## config.mk

```make
export PLATFORM = sky130hd
export DESIGN_NAME = nepsc_ctrl
export DESIGN_NICKNAME = d
export VERILOG_FILES = /design/src/rtl/core/nepsc_pkg.sv /design/src/rtl/core/nepsc_ctrl.sv
export VERILOG_INCLUDE_DIRS = /design/src /design/src/rtl/core
export SDC_FILE = /design/constraint.sdc
export NUM_CORES = 1
export LEC_CHECK = 0
export BUFFER_PORTS_ARGS = -buffer_cell sky130_fd_sc_hd__buf_4
export CAP_MARGIN = 20
export CELL_PAD_IN_SITES_DETAIL_PLACEMENT = 0
export CELL_PAD_IN_SITES_GLOBAL_PLACEMENT = 1
export CORE_AREA = 4 4 41 43
export CTS_BUF_LIST = sky130_fd_sc_hd__clkbuf_8
export DETAILED_ROUTE_END_ITERATION = 8
export DIE_AREA = 0 0 45 47
export PLACE_DENSITY_LB_ADDON = 0.1
export SLEW_MARGIN = 40
export SYNTH_ARGS = -nofsm -noshare
export SYNTH_HDL_FRONTEND = slang
export SYNTH_SLANG_ARGS = --single-unit
export TNS_END_PERCENT = 20
```

## constraint.sdc

```tcl
create_clock -name clk_i -period 4.7 [get_ports clk_i]
set_input_delay 0.705 -clock clk_i [delete_from_list [all_inputs] [get_ports clk_i]]
set_output_delay 0.705 -clock clk_i [all_outputs]
set_load 0.005 [all_outputs]
```

## src/rtl/core/near_even_parity_substring_counter_top_assert.svh

```systemverilog
// Assertion shorthands shared by the counter's RTL files.
// Each expects clk_i and the active-low reset rst_ni in scope.
`ifndef NEAR_EVEN_PARITY_SUBSTRING_COUNTER_TOP_ASSERT_SVH
`define NEAR_EVEN_PARITY_SUBSTRING_COUNTER_TOP_ASSERT_SVH

// Consequent must hold in the same cycle as the antecedent.
`define NEPSC_ASSERT_NOW(lbl, ante, cons, msg) \
  lbl: assert property (@(posedge clk_i) disable iff (!rst_ni) (ante) |-> (cons)) \
    else $error(msg);

// Consequent must hold in the cycle after the antecedent.
`define NEPSC_ASSERT_NEXT(lbl, ante, cons, msg) \
  lbl: assert property (@(posedge clk_i) disable iff (!rst_ni) (ante) |=> (cons)) \
    else $error(msg);

`endif

```

## src/rtl/core/nepsc_pkg.sv

```systemverilog
package nepsc_pkg;

  localparam int unsigned ALPHABET_DEF = 10;
  localparam int unsigned LETTER_W     = 4;
  localparam int unsigned COUNT_W      = 17;
  localparam int unsigned TOTAL_W      = 32;
  localparam int unsigned EPOCH_W      = 8;

  localparam logic [COUNT_W-1:0] COUNT_MAX = '1;
  localparam logic [TOTAL_W-1:0] TOTAL_MAX = '1;

  // controller -> datapath
  typedef struct packed {
    logic capture;
    logic prep;
    logic sweep;
    logic rd_issue;
    logic wr;
    logic load_out;
  } cmd_t;

  // datapath -> controller
  typedef struct packed {
    logic first;
    logic letter_ok;
    logic epoch_full;
    logic sweep_last;
    logic nb_last;
  } sts_t;

endpackage

```

## src/rtl/core/nepsc_ctrl.sv

```systemverilog
`include "near_even_parity_substring_counter_top_assert.svh"

module nepsc_ctrl (
  input  logic            clk_i,
  input  logic            rst_ni,
  input  logic            in_valid_i,
  output logic            in_ready_o,
  output logic            out_valid_o,
  input  logic            out_ready_i,
  input  nepsc_pkg::sts_t sts_i,
  output nepsc_pkg::cmd_t cmd_o
);
  import nepsc_pkg::*;

  localparam logic [2:0] ST_SWEEP  = 3'd0;
  localparam logic [2:0] ST_IDLE   = 3'd1;
  localparam logic [2:0] ST_PREP   = 3'd2;
  localparam logic [2:0] ST_READ   = 3'd3;
  localparam logic [2:0] ST_DRAIN  = 3'd4;
  localparam logic [2:0] ST_WRITE  = 3'd5;
  localparam logic [2:0] ST_FINISH = 3'd6;

  logic [2:0] state_q, state_d;
  logic       resume_q, resume_d;
  logic       out_valid_q, out_valid_d;

  always_comb begin
    state_d    = state_q;
    resume_d   = resume_q;
    cmd_o      = '0;
    in_ready_o = 1'b0;
    unique case (state_q)
      ST_SWEEP: begin
        cmd_o.sweep = 1'b1;
        if (sts_i.sweep_last) begin
          resume_d = 1'b0;
          if (!resume_q) begin
            state_d = ST_IDLE;
          end else if (sts_i.letter_ok) begin
            state_d = ST_READ;
          end else begin
            state_d = ST_FINISH;
          end
        end
      end
      ST_IDLE: begin
        in_ready_o    = 1'b1;
        cmd_o.capture = in_valid_i;
        if (in_valid_i) begin
          state_d = ST_PREP;
        end
      end
      ST_PREP: begin
        cmd_o.prep = 1'b1;
        if (sts_i.first && sts_i.epoch_full) begin
          state_d  = ST_SWEEP;
          resume_d = 1'b1;
        end else if (sts_i.letter_ok) begin
          state_d = ST_READ;
        end else begin
          state_d = ST_FINISH;
        end
      end
      ST_READ: begin
        cmd_o.rd_issue = 1'b1;
        if (sts_i.nb_last) begin
          state_d = ST_DRAIN;
        end
      end
      ST_DRAIN: begin
        state_d = ST_WRITE;
      end
      ST_WRITE: begin
        cmd_o.wr = 1'b1;
        state_d  = ST_FINISH;
      end
      ST_FINISH: begin
        if (!out_valid_q || out_ready_i) begin
          cmd_o.load_out = 1'b1;
          state_d        = ST_IDLE;
        end
      end
      default: begin
        state_d = ST_IDLE;
      end
    endcase
  end

  always_comb begin
    priority if (cmd_o.load_out) begin
      out_valid_d = 1'b1;
    end else if (out_ready_i) begin
      out_valid_d = 1'b0;
    end else begin
      out_valid_d = out_valid_q;
    end
  end

  always_ff @(posedge clk_i or negedge rst_ni) begin
    if (!rst_ni) begin
      state_q     <= ST_SWEEP;
      resume_q    <= 1'b0;
      out_valid_q <= 1'b0;
    end else begin
      state_q     <= state_d;
      resume_q    <= resume_d;
      out_valid_q <= out_valid_d;
    end
  end

  assign out_valid_o = out_valid_q;

  `NEPSC_ASSERT_NOW(a_no_overwrite, cmd_o.load_out, !out_valid_q || out_ready_i, "pending result overwritten")
  `NEPSC_ASSERT_NEXT(a_accept_prep, in_valid_i && in_ready_o, state_q == ST_PREP, "transfer not followed by prep")
  `NEPSC_ASSERT_NEXT(a_read_end, (state_q == ST_READ) && sts_i.nb_last, state_q == ST_DRAIN, "read scan overran")

endmodule

```

==> run metrics, run 1 <==
cell area after synthesis=416.7 um^2; Clock Latency Late Sink=0.22 ns; maxcap violations=0; Final Wtd Congestion=0.7124; number of port buffers=16; clk sink count=5; worst hold path type=input pin to async pin; Setup CP Type=flop to output pin; share of cells above drive strength 1=0.3810; top-area cell type share of the netlist area=0.3003; yosys warns=0; syn nets=57; Reg2Reg Depth=4; die area=2115 um^2; Static Leak=0.2714 nW; Root Driver=clkbuf_8; via count=396; # IOs=17; Die Width=45 um; Tot GR Track Use=0.1105; routed len/inst=12.47 um; dpl cell area=516.7 um^2; largest net degree at the start of global routing=16; DR iter-0 viols=10; clock skew=0.0001199 ns; CP Capture Type=output pin; GR Overflow Total=0; Die Y-Extent=47 um; worst r2r dst=state_q[1]$_DFFE_PN0P_; r2r setup slk=3.02 ns; first-pass GRT wire length=1614 um; final cycle utilization of the critical path=0.4538; Synth area leaders=dfrtp_1 (30%), buf_4 (5.4%), nand2_1 (4.5%), a21oi_4 (3.9%), nand3_1 (3.6%); Yosys cell types=29; CP Launch Point=state_q[1]$_DFFE_PN0P_; Sum Neg Setup Slack=0 ns; dpl hpwl=715 um; Final Hold Viols=0; Nets=73; fin. max-slew vios=0; crit-path max FO=15; diodes inserted=0; commonest cells after routing, fill and taps aside=buf_4 (16), nand2_1 (5), dfrtp_1 (5); hold_buf cts=0; post-cts resize count=0; Residual DRC=0; Finished Cell Area=561.8 um^2; CTS tree=built; number of global-route vias before repair=406; drt pass-1 iters=5; DRT Wirelength=973 um; Syn-to-layout area delta=34.83%; crit path time final=2.133 ns; Inserted Clock Buffers=3; initial antenna violation count=0; clock transition at the registers of the reported paths=0.03 ns; setup violators final=0; Synth area leader=dfrtp_1; Post-Syn Area per Cell=8.680 um^2; via-per-instance ratio=5.077; Crit path arrival time=1.43 ns; startpoint class of the critical path=flop; Power Density=625.0 nW/um^2; commonest non-fill, non-tap cell in the layout=buf_4; #FFs+latches synth=5; maximum clock path buffer count=2; worst vdd ir=0.0002965 V; R2R Path Start=state_q[1]$_DFFE_PN0P_; sequential area share after synthesis=0.3003; Mapped Cells=48; status=complete, no violations; Fmax=468.9 MHz; post-CTS repair timing setup buffer count=0; # fillers=143; Initial Utilization=0.3202; Req. time, crit path=3.99 ns; ANT nets after route=0; RSZ-0062 raised after global routing=false; slew margin rel.=0.6967; Slew @ Worst Pin=0.4550 ns; CTS H-tree depth=1; core footprint=1301 um^2; # rows=13
[critical path, stage by stage, from the launching register on]
cell      delay [ns]
dfrtp_1         0.61
nand2b_1        0.24
nor2_1          0.07
and2_1          0.16
buf_4           0.13
[state kept, by name (all words and copies together) (netlist names)]
name,cells
state_q,3
out_valid_o,1
resume_q,1
[stage by stage]
stage                     total power, W  std cells  utilization  hold slack, ns  setup slack (ns)
after floorplan                0.0002298         48            -          0.4094             2.898
after global placement         0.0002830         74       0.3971          0.5075             2.760
after detailed placement       0.0002771         74       0.3971          0.5070             2.752
after CTS                      0.0003560         78       0.4317          0.2743             2.554
after global routing           0.0003822         78       0.4317          0.2734             2.464
final                          0.0003511         78       0.4317          0.2769             2.567
[kinds of logic after synthesis]
family / after synthesis / synth area share
compound gates: 10 / 0.2102
buf+inv: 7 / 0.1111
mux: 2 / 0.06005
flops: 5 / 0.3003
simple gates: 24 / 0.3183
[synthesized netlist by cell type, drive strengths merged]
cell type	number
a211o	1
a21oi	2
a31oi	3
and2	2
buf	5
dfrtp	5
inv	2
mux2	1
mux2i	1
nand2	5
nand2b	2
nand3	3
nand3b	1
nand4b	1
nor2	4
nor2b	2
nor3	1
nor3b	1
o211ai	1
o21ai	1
o221a	1
o32ai	1
or3	2
[per-layer routing]
layer,routed length (um),track usage,part of all wire,vias to the layer above
li1,-,-,-,203
met1,473,0.1319,0.49,175
met2,419,0.1638,0.43,16
met3,62,0.04598,0.064,2
met4,18,0.07018,0.018,0
met5,0,0,0,-
[final cells by class]
type	instances	area (um^2)	share of cell area
Timing Repair Buffer	16	120.1	0.2138
Inverter	2	7.507	0.01336
Clock buffer	3	41.29	0.07350
Clock inverter	1	3.754	0.006682
Multi-Input combinational cell	36	245.2	0.4365
Tap cell	15	18.77	0.03341
Sequential cell	5	125.1	0.2227
[how the worst max path moves through the flow]
stage / end / slack (ns) / cells past startpoint
2_1_floorplan: cmd_o[0] / 2.90 / 3
3_3_place_gp: cmd_o[0] / 2.76 / 4
3_5_place_dp: cmd_o[0] / 2.75 / 4
4_1_cts: cmd_o[5] / 2.55 / 4
5_1_grt: cmd_o[5] / 2.46 / 4
6_report: cmd_o[5] / 2.57 / 4
[power by group]
| group | leakage (nW) | switching (W) | total [W] | internal [W] |
|---|---|---|---|---|
| clock network | 0.0269 | 0.0000207 | 0.0000767 | 0.0000559 |
| logic | 0.180 | 0.0000688 | 0.000169 | 0.000100 |
| registers | 0.0644 | 0.0000445 | 0.000105 | 0.0000608 |
(Power assumes the default switching activity.)
==> run 2: changes to the inputs <==
clock period = 2.12 ns   (was 4.7 ns; I/O delays follow)
==> run 2 against run 1 <==
Setup slack got worse by 2.2 ns; power rose by 120%; clock skew rose by 0.0011 ns; hold slack improved by 0.12 ns; clock-buffer cell count did not move; final cell count rose by 1.3%; first-iteration DRC count fell by 70%; global-route usage fell by 0.91 points; critical path type unchanged; largest power group unchanged.
==> run metrics, run 2 (same netlist as run 1, synthesis figures left out) <==
RSZ-0062 raised after global routing=false; largest net degree at the start of global routing=16; Flop pwr share=0.292; Final Wtd Congestion=0.7027; # IOs=17; CTS tree=built; first-pass GRT wire length=1476 um; diodes inserted=0; Nets=74; Syn-to-layout area delta=37.24%; via-per-instance ratio=5.013; Root Driver=clkbuf_8; crit path time final=1.717 ns; dpl hpwl=754.7 um; hold slack=0.3977 ns; Sum Neg Setup Slack=0 ns; final cycle utilization of the critical path=0.8098; status=complete, no violations; R2R Path Start=state_q[1]$_DFFE_PN0P_; commonest cells after routing, fill and taps aside=buf_4 (16), nand2_1 (5), dfrtp_1 (5); Hold Path Origin=sts_i[2]; Setup CP Type=flop to output pin; Req. time, crit path=1.80 ns; number of port buffers=16; Inserted Clock Buffers=3; max FFs per register=3; slew margin rel.=0.7173; number of global-route vias before repair=340; Static Leak=0.2756 nW; Internal Power=0.0004830 W; routed len/inst=12.08 um; Top reg by flops=state_q; worst vdd ir=0.0004739 V; die area=2115 um^2; ANT nets after route=0; Crit path arrival time=1.40 ns; clock transition at the registers of the reported paths=0.04 ns; Final Hold Viols=0; setup violators final=0; Pwr Total=0.0007810 W; Sw Share=0.3816; Reg2Reg Depth=4; maxcap violations=0; via count=396; GR Overflow Total=0; post-CTS repair timing setup buffer count=0; Initial Utilization=0.3202; DRT Wirelength=954 um; hold path cells=3; crit-path max FO=15; worst hold path type=input pin to flop; Die Y-Extent=47 um; Hold EP=resume_q$_DFFE_PN0P_; worst r2r dst=state_q[1]$_DFFE_PN0P_; share of cells above drive strength 1=0.3750; drt pass-1 iters=4; Die Width=45 um; DR iter-0 viols=3; # rows=13; r2r setup slk=0.48 ns; Fmax=582.5 MHz; startpoint class of the critical path=flop; Residual DRC=0; initial antenna violation count=0; core footprint=1301 um^2; post-cts resize count=0; CTS H-tree depth=1; clock power share=0.224; Psw=0.0002981 W; commonest non-fill, non-tap cell in the layout=buf_4; Power Density=1366 nW/um^2; clock skew=0.001243 ns; CP Capture Type=output pin; clk sink count=5; fin. max-slew vios=0; Tot GR Track Use=0.1014; Clock Latency Late Sink=0.22 ns; Slew @ Worst Pin=0.4240 ns; Logic pwr share=0.484; maximum clock path buffer count=2
[run 2: timing repair]
| item | 4_1_cts | 5_1_grt |
|---|---|---|
| hold endpoints to repair | 5 | 0 |
| setup endpoints to repair | 0 | 0 |
| hold buffers | 1 | 0 |
[run 2: critical path: stages, from the launching register on]
cell and delay (ns):
dfrtp_1 0.59, nand2b_1 0.23, nor2_1 0.07, and2_1 0.16, buf_4 0.13
[run 2: layout make-up]
class,instances,area (um^2)
Clock buffer,3,41.29
Clock inverter,1,3.754
Fill cell,141,729.5
Inverter,2,7.507
Multi-Input combinational cell,36,245.2
Sequential cell,5,125.1
Tap cell,15,18.77
Timing Repair Buffer,17,130.1
[run 2: metrics by stage]
step                      cell area [um^2]  setup slack, ns  utilization  instances
final                                571.8           0.4032       0.4394         79
after global routing                 571.8           0.2954       0.4394         79
after global placement               516.7           0.4761       0.3971         74
after detailed placement             516.7           0.4725       0.3971         74
after floorplan                      416.7           0.6328            -         48
after CTS                            571.8           0.3924       0.4394         79
[run 2: metal layers]
metal,global-route usage,part of all wire,up-vias
met5,0,0,-
met4,0.07018,0.017,0
met3,0.03831,0.075,2
met2,0.1384,0.45,17
met1,0.1307,0.46,177
li1,-,-,200
[run 2: worst max-delay path by stage]
stage | slack, ns | end | cells after the start | start
after floorplan | 0.63 | state_q[1]$_DFFE_PN0P_ | 5 | state_q[2]$_DFFE_PN0P_
after global placement | 0.48 | state_q[1]$_DFFE_PN0P_ | 4 | state_q[1]$_DFFE_PN0P_
after detailed placement | 0.47 | state_q[1]$_DFFE_PN0P_ | 4 | state_q[1]$_DFFE_PN0P_
after CTS | 0.39 | cmd_o[5] | 4 | state_q[1]$_DFFE_PN0P_
after global routing | 0.30 | cmd_o[5] | 4 | state_q[1]$_DFFE_PN0P_
final | 0.40 | cmd_o[5] | 4 | state_q[1]$_DFFE_PN0P_
[run 2: power by group through the flow]
stage / logic [W] / registers, W / clock network, W
2_1_floorplan: 0.000348 / 0.000161 / 0
3_3_place_gp: 0.000388 / 0.000233 / 0
3_5_place_dp: 0.000385 / 0.000232 / 0
4_1_cts: 0.000386 / 0.000231 / 0.000179
5_1_grt: 0.000421 / 0.000242 / 0.000184
6_report: 0.000378 / 0.000228 / 0.000175
==> run 3: changes to the inputs <==
ABC_AREA = 1   (was not set)
clock period = 1.6 ns   (was 2.12 ns; I/O delays follow)
==> run 3 against run 2 <==
Critical path depth unchanged; largest power group unchanged; routed wire length fell by 2.8%; area after synthesis down 5.4%; design area decreased by 1.5%; clock power is 29% higher; final cell count rose by 23%; via count grew 6.3%; register-to-register slack got worse by 0.10 ns; synthesized cell count increased by 33%; die area did not move; flip-flop and latch count unchanged; power grew 34%; highest routed layer is now met3.
==> run metrics, run 3 <==
routed len/inst=9.557 um; Setup CP Type=flop to output pin; R2R Path Start=state_q[1]$_DFFE_PN0P_; most common library cells after synthesis=nand2_1 (19), inv_1 (11), nor2_1 (9), dfrtp_1 (5), nand3_1 (5); via-per-instance ratio=4.340; sequential area share after synthesis=0.3175; Root Driver=clkbuf_8; Slew @ Worst Pin=0.2496 ns; Post-Synth Adder-Cell Area=0; ys async rst share=1.000; Synth Area in Compound Gates=0.06349; share of cells above drive strength 1=0.2805; CP max stage cell=dfrtp_1; Initial Utilization=0.3029; core footprint=1301 um^2; Inserted Clock Buffers=3; final setup margin=0.1505 ns; status=complete, no violations; CP Capture Type=output pin; Final Hold Viols=0; Req. time, crit path=1.36 ns; GR Overflow Total=0; post-synthesis simple-gate area fraction=0.4476; Final Wtd Congestion=0.7807; Hold Path Origin=out_ready_i; xor-xnor portion of the synthesized cell area=0; Mapped Cells=64; # IOs=17; r2r setup slk=0.38 ns; Clock Latency Late Sink=0.22 ns; CP bufs+invs=2; Top reg by flops=state_q; max FFs per register=3; worst hold path type=input pin to flop; number of synthesized flops with an enable pin=0; slew margin rel.=0.8336; Post-Syn Area per Cell=6.158 um^2; cell area after synthesis=394.1 um^2; number of global-route vias before repair=354; drt pass-1 iters=2; top-area cell type share of the netlist area=0.3175; Die Y-Extent=47 um; Sum Neg Setup Slack=0 ns; clock skew=0.0005840 ns; clock transition at the registers of the reported paths=0.04 ns; cell family with most CP delay=flip-flops; commonest cells after routing, fill and taps aside=nand2_1 (19), buf_4 (16), inv_1 (12); # fillers=156; Critical Path, Cell by Cell=inv_1, nand2_1, nor3_1, buf_4; largest net degree at the start of global routing=11; commonest non-fill, non-tap cell in the layout=nand2_1; number of port buffers=16; first-pass GRT wire length=1538 um; pre-CTS setup slack=0.3155 ns; combinational family with the most area after synthesis=simple AND/OR/NAND/NOR gates; CTS tree=built; maxcap violations=0; Synth Flop Type=dfrtp_1; # rows=13; Crit path arrival time=1.21 ns; Hold EP=out_valid_o$_DFFE_PN0P_; final cycle utilization of the critical path=0.9060; RSZ-0062 raised after global routing=false; DR iter-0 viols=2; dpl hpwl=766.8 um; Nets=92; diodes inserted=0; maximum clock path buffer count=2; fin. max-slew vios=0; worst r2r dst=state_q[1]$_DFFE_PN0P_; syn nets=73; DRT Wirelength=927 um; Synth area leader=dfrtp_1; yosys warns=0; worst vdd ir=0.0006204 V; crit-path max FO=7; Syn-to-layout area delta=42.86%; placed cell count=92; Pwr Total=0.001046 W; Synth area leaders=dfrtp_1 (32%), nand2_1 (18%), inv_1 (10%), nor2_1 (8.6%), nand3_1 (6.3%); via count=421; mux cell area share after synthesis=0; CTS H-tree depth=1; Fmax=689.9 MHz; initial antenna violation count=0; die area=2115 um^2; clk sink count=5; Tot GR Track Use=0.1031; ANT nets after route=0; fin cells=97; Static Leak=0.3294 nW; hold path cells=2; top-count cell post-synth=nand2_1; critical path's largest stage delay=0.45 ns; #FFs+latches synth=5; Residual DRC=0; post-CTS repair timing setup buffer count=0; Final Util=0.4327; Yosys cell types=14; crit path time final=1.450 ns; setup violators final=0; Die Width=45 um; startpoint class of the critical path=flop; Reg2Reg Depth=6; Power Density=1858 nW/um^2
-- run 3: timing repair --
| item | CTS | global route |
|---|---|---|
| hold buffers | 1 | 0 |
| resized for setup | 0 | 1 |
| setup endpoints to repair | 0 | 1 |
| hold endpoints to repair | 5 | 0 |
-- run 3: power by group --
group          internal [W]  switching [W]  total, W
Sequential         0.000192      0.0000973  0.000289
Combinational      0.000244       0.000288  0.000532
Clock              0.000164      0.0000610  0.000225
-- run 3: how the worst max path moves through the flow --
| stage | slack, ns | from | to | cells after the start |
|---|---|---|---|---|
| 3_3_place_gp | 0.33 | state_q[2]$_DFFE_PN0P_ | state_q[1]$_DFFE_PN0P_ | 6 |
| 4_1_cts | 0.08 | state_q[2]$_DFFE_PN0P_ | cmd_o[0] | 5 |
| 5_1_grt | 0.02 | state_q[1]$_DFFE_PN0P_ | cmd_o[5] | 4 |
| 6_report | 0.15 | state_q[1]$_DFFE_PN0P_ | cmd_o[5] | 4 |
| 3_5_place_dp | 0.32 | state_q[2]$_DFFE_PN0P_ | cmd_o[0] | 5 |
| 2_1_floorplan | 0.50 | state_q[2]$_DFFE_PN0P_ | cmd_o[0] | 6 |
-- run 3: cells by family after synthesis --
family | count (synthesis)
AO/OA/AOI/OAI | 5
buffers and inverters | 14
flip-flops | 5
AND/OR/NAND/NOR | 40
-- run 3: final cells by class --
type / instances / area (um^2) / area share
Tap cell: 15 / 18.77 / 0.03333
Multi-Input combinational cell: 45 / 201.4 / 0.3578
Timing Repair Buffer: 17 / 130.1 / 0.2311
Clock inverter: 1 / 3.754 / 0.006667
Clock buffer: 3 / 41.29 / 0.07333
Inverter: 11 / 41.29 / 0.07333
Sequential cell: 5 / 126.4 / 0.2244
-- run 3: stage by stage --
step           area, um^2  hold slack, ns
3_5_place_dp        506.7         0.04763
2_1_floorplan       394.1        -0.05559
4_1_cts             561.8          0.2228
6_report            563.0          0.2287
5_1_grt             563.0          0.2661
3_3_place_gp        506.7         0.04806
-- run 3: worst register-to-register path, stage by stage, from the launching register on --
cell	delay [ns]
dfrtp_1	0.45
nor2_1	0.23
nand3_1	0.14
nand2_1	0.13
nor2_2	0.06
nand2_1	0.05
nand2_1	0.05
-- run 3: per-layer routing --
metal | part of all wire | wire (um) | track usage
met1 | 0.45 | 420 | 0.1402
met2 | 0.49 | 453 | 0.1525
met3 | 0.056 | 52 | 0.04598
met4 | 0 | 0 | 0.01754
met5 | 0 | 0 | 0
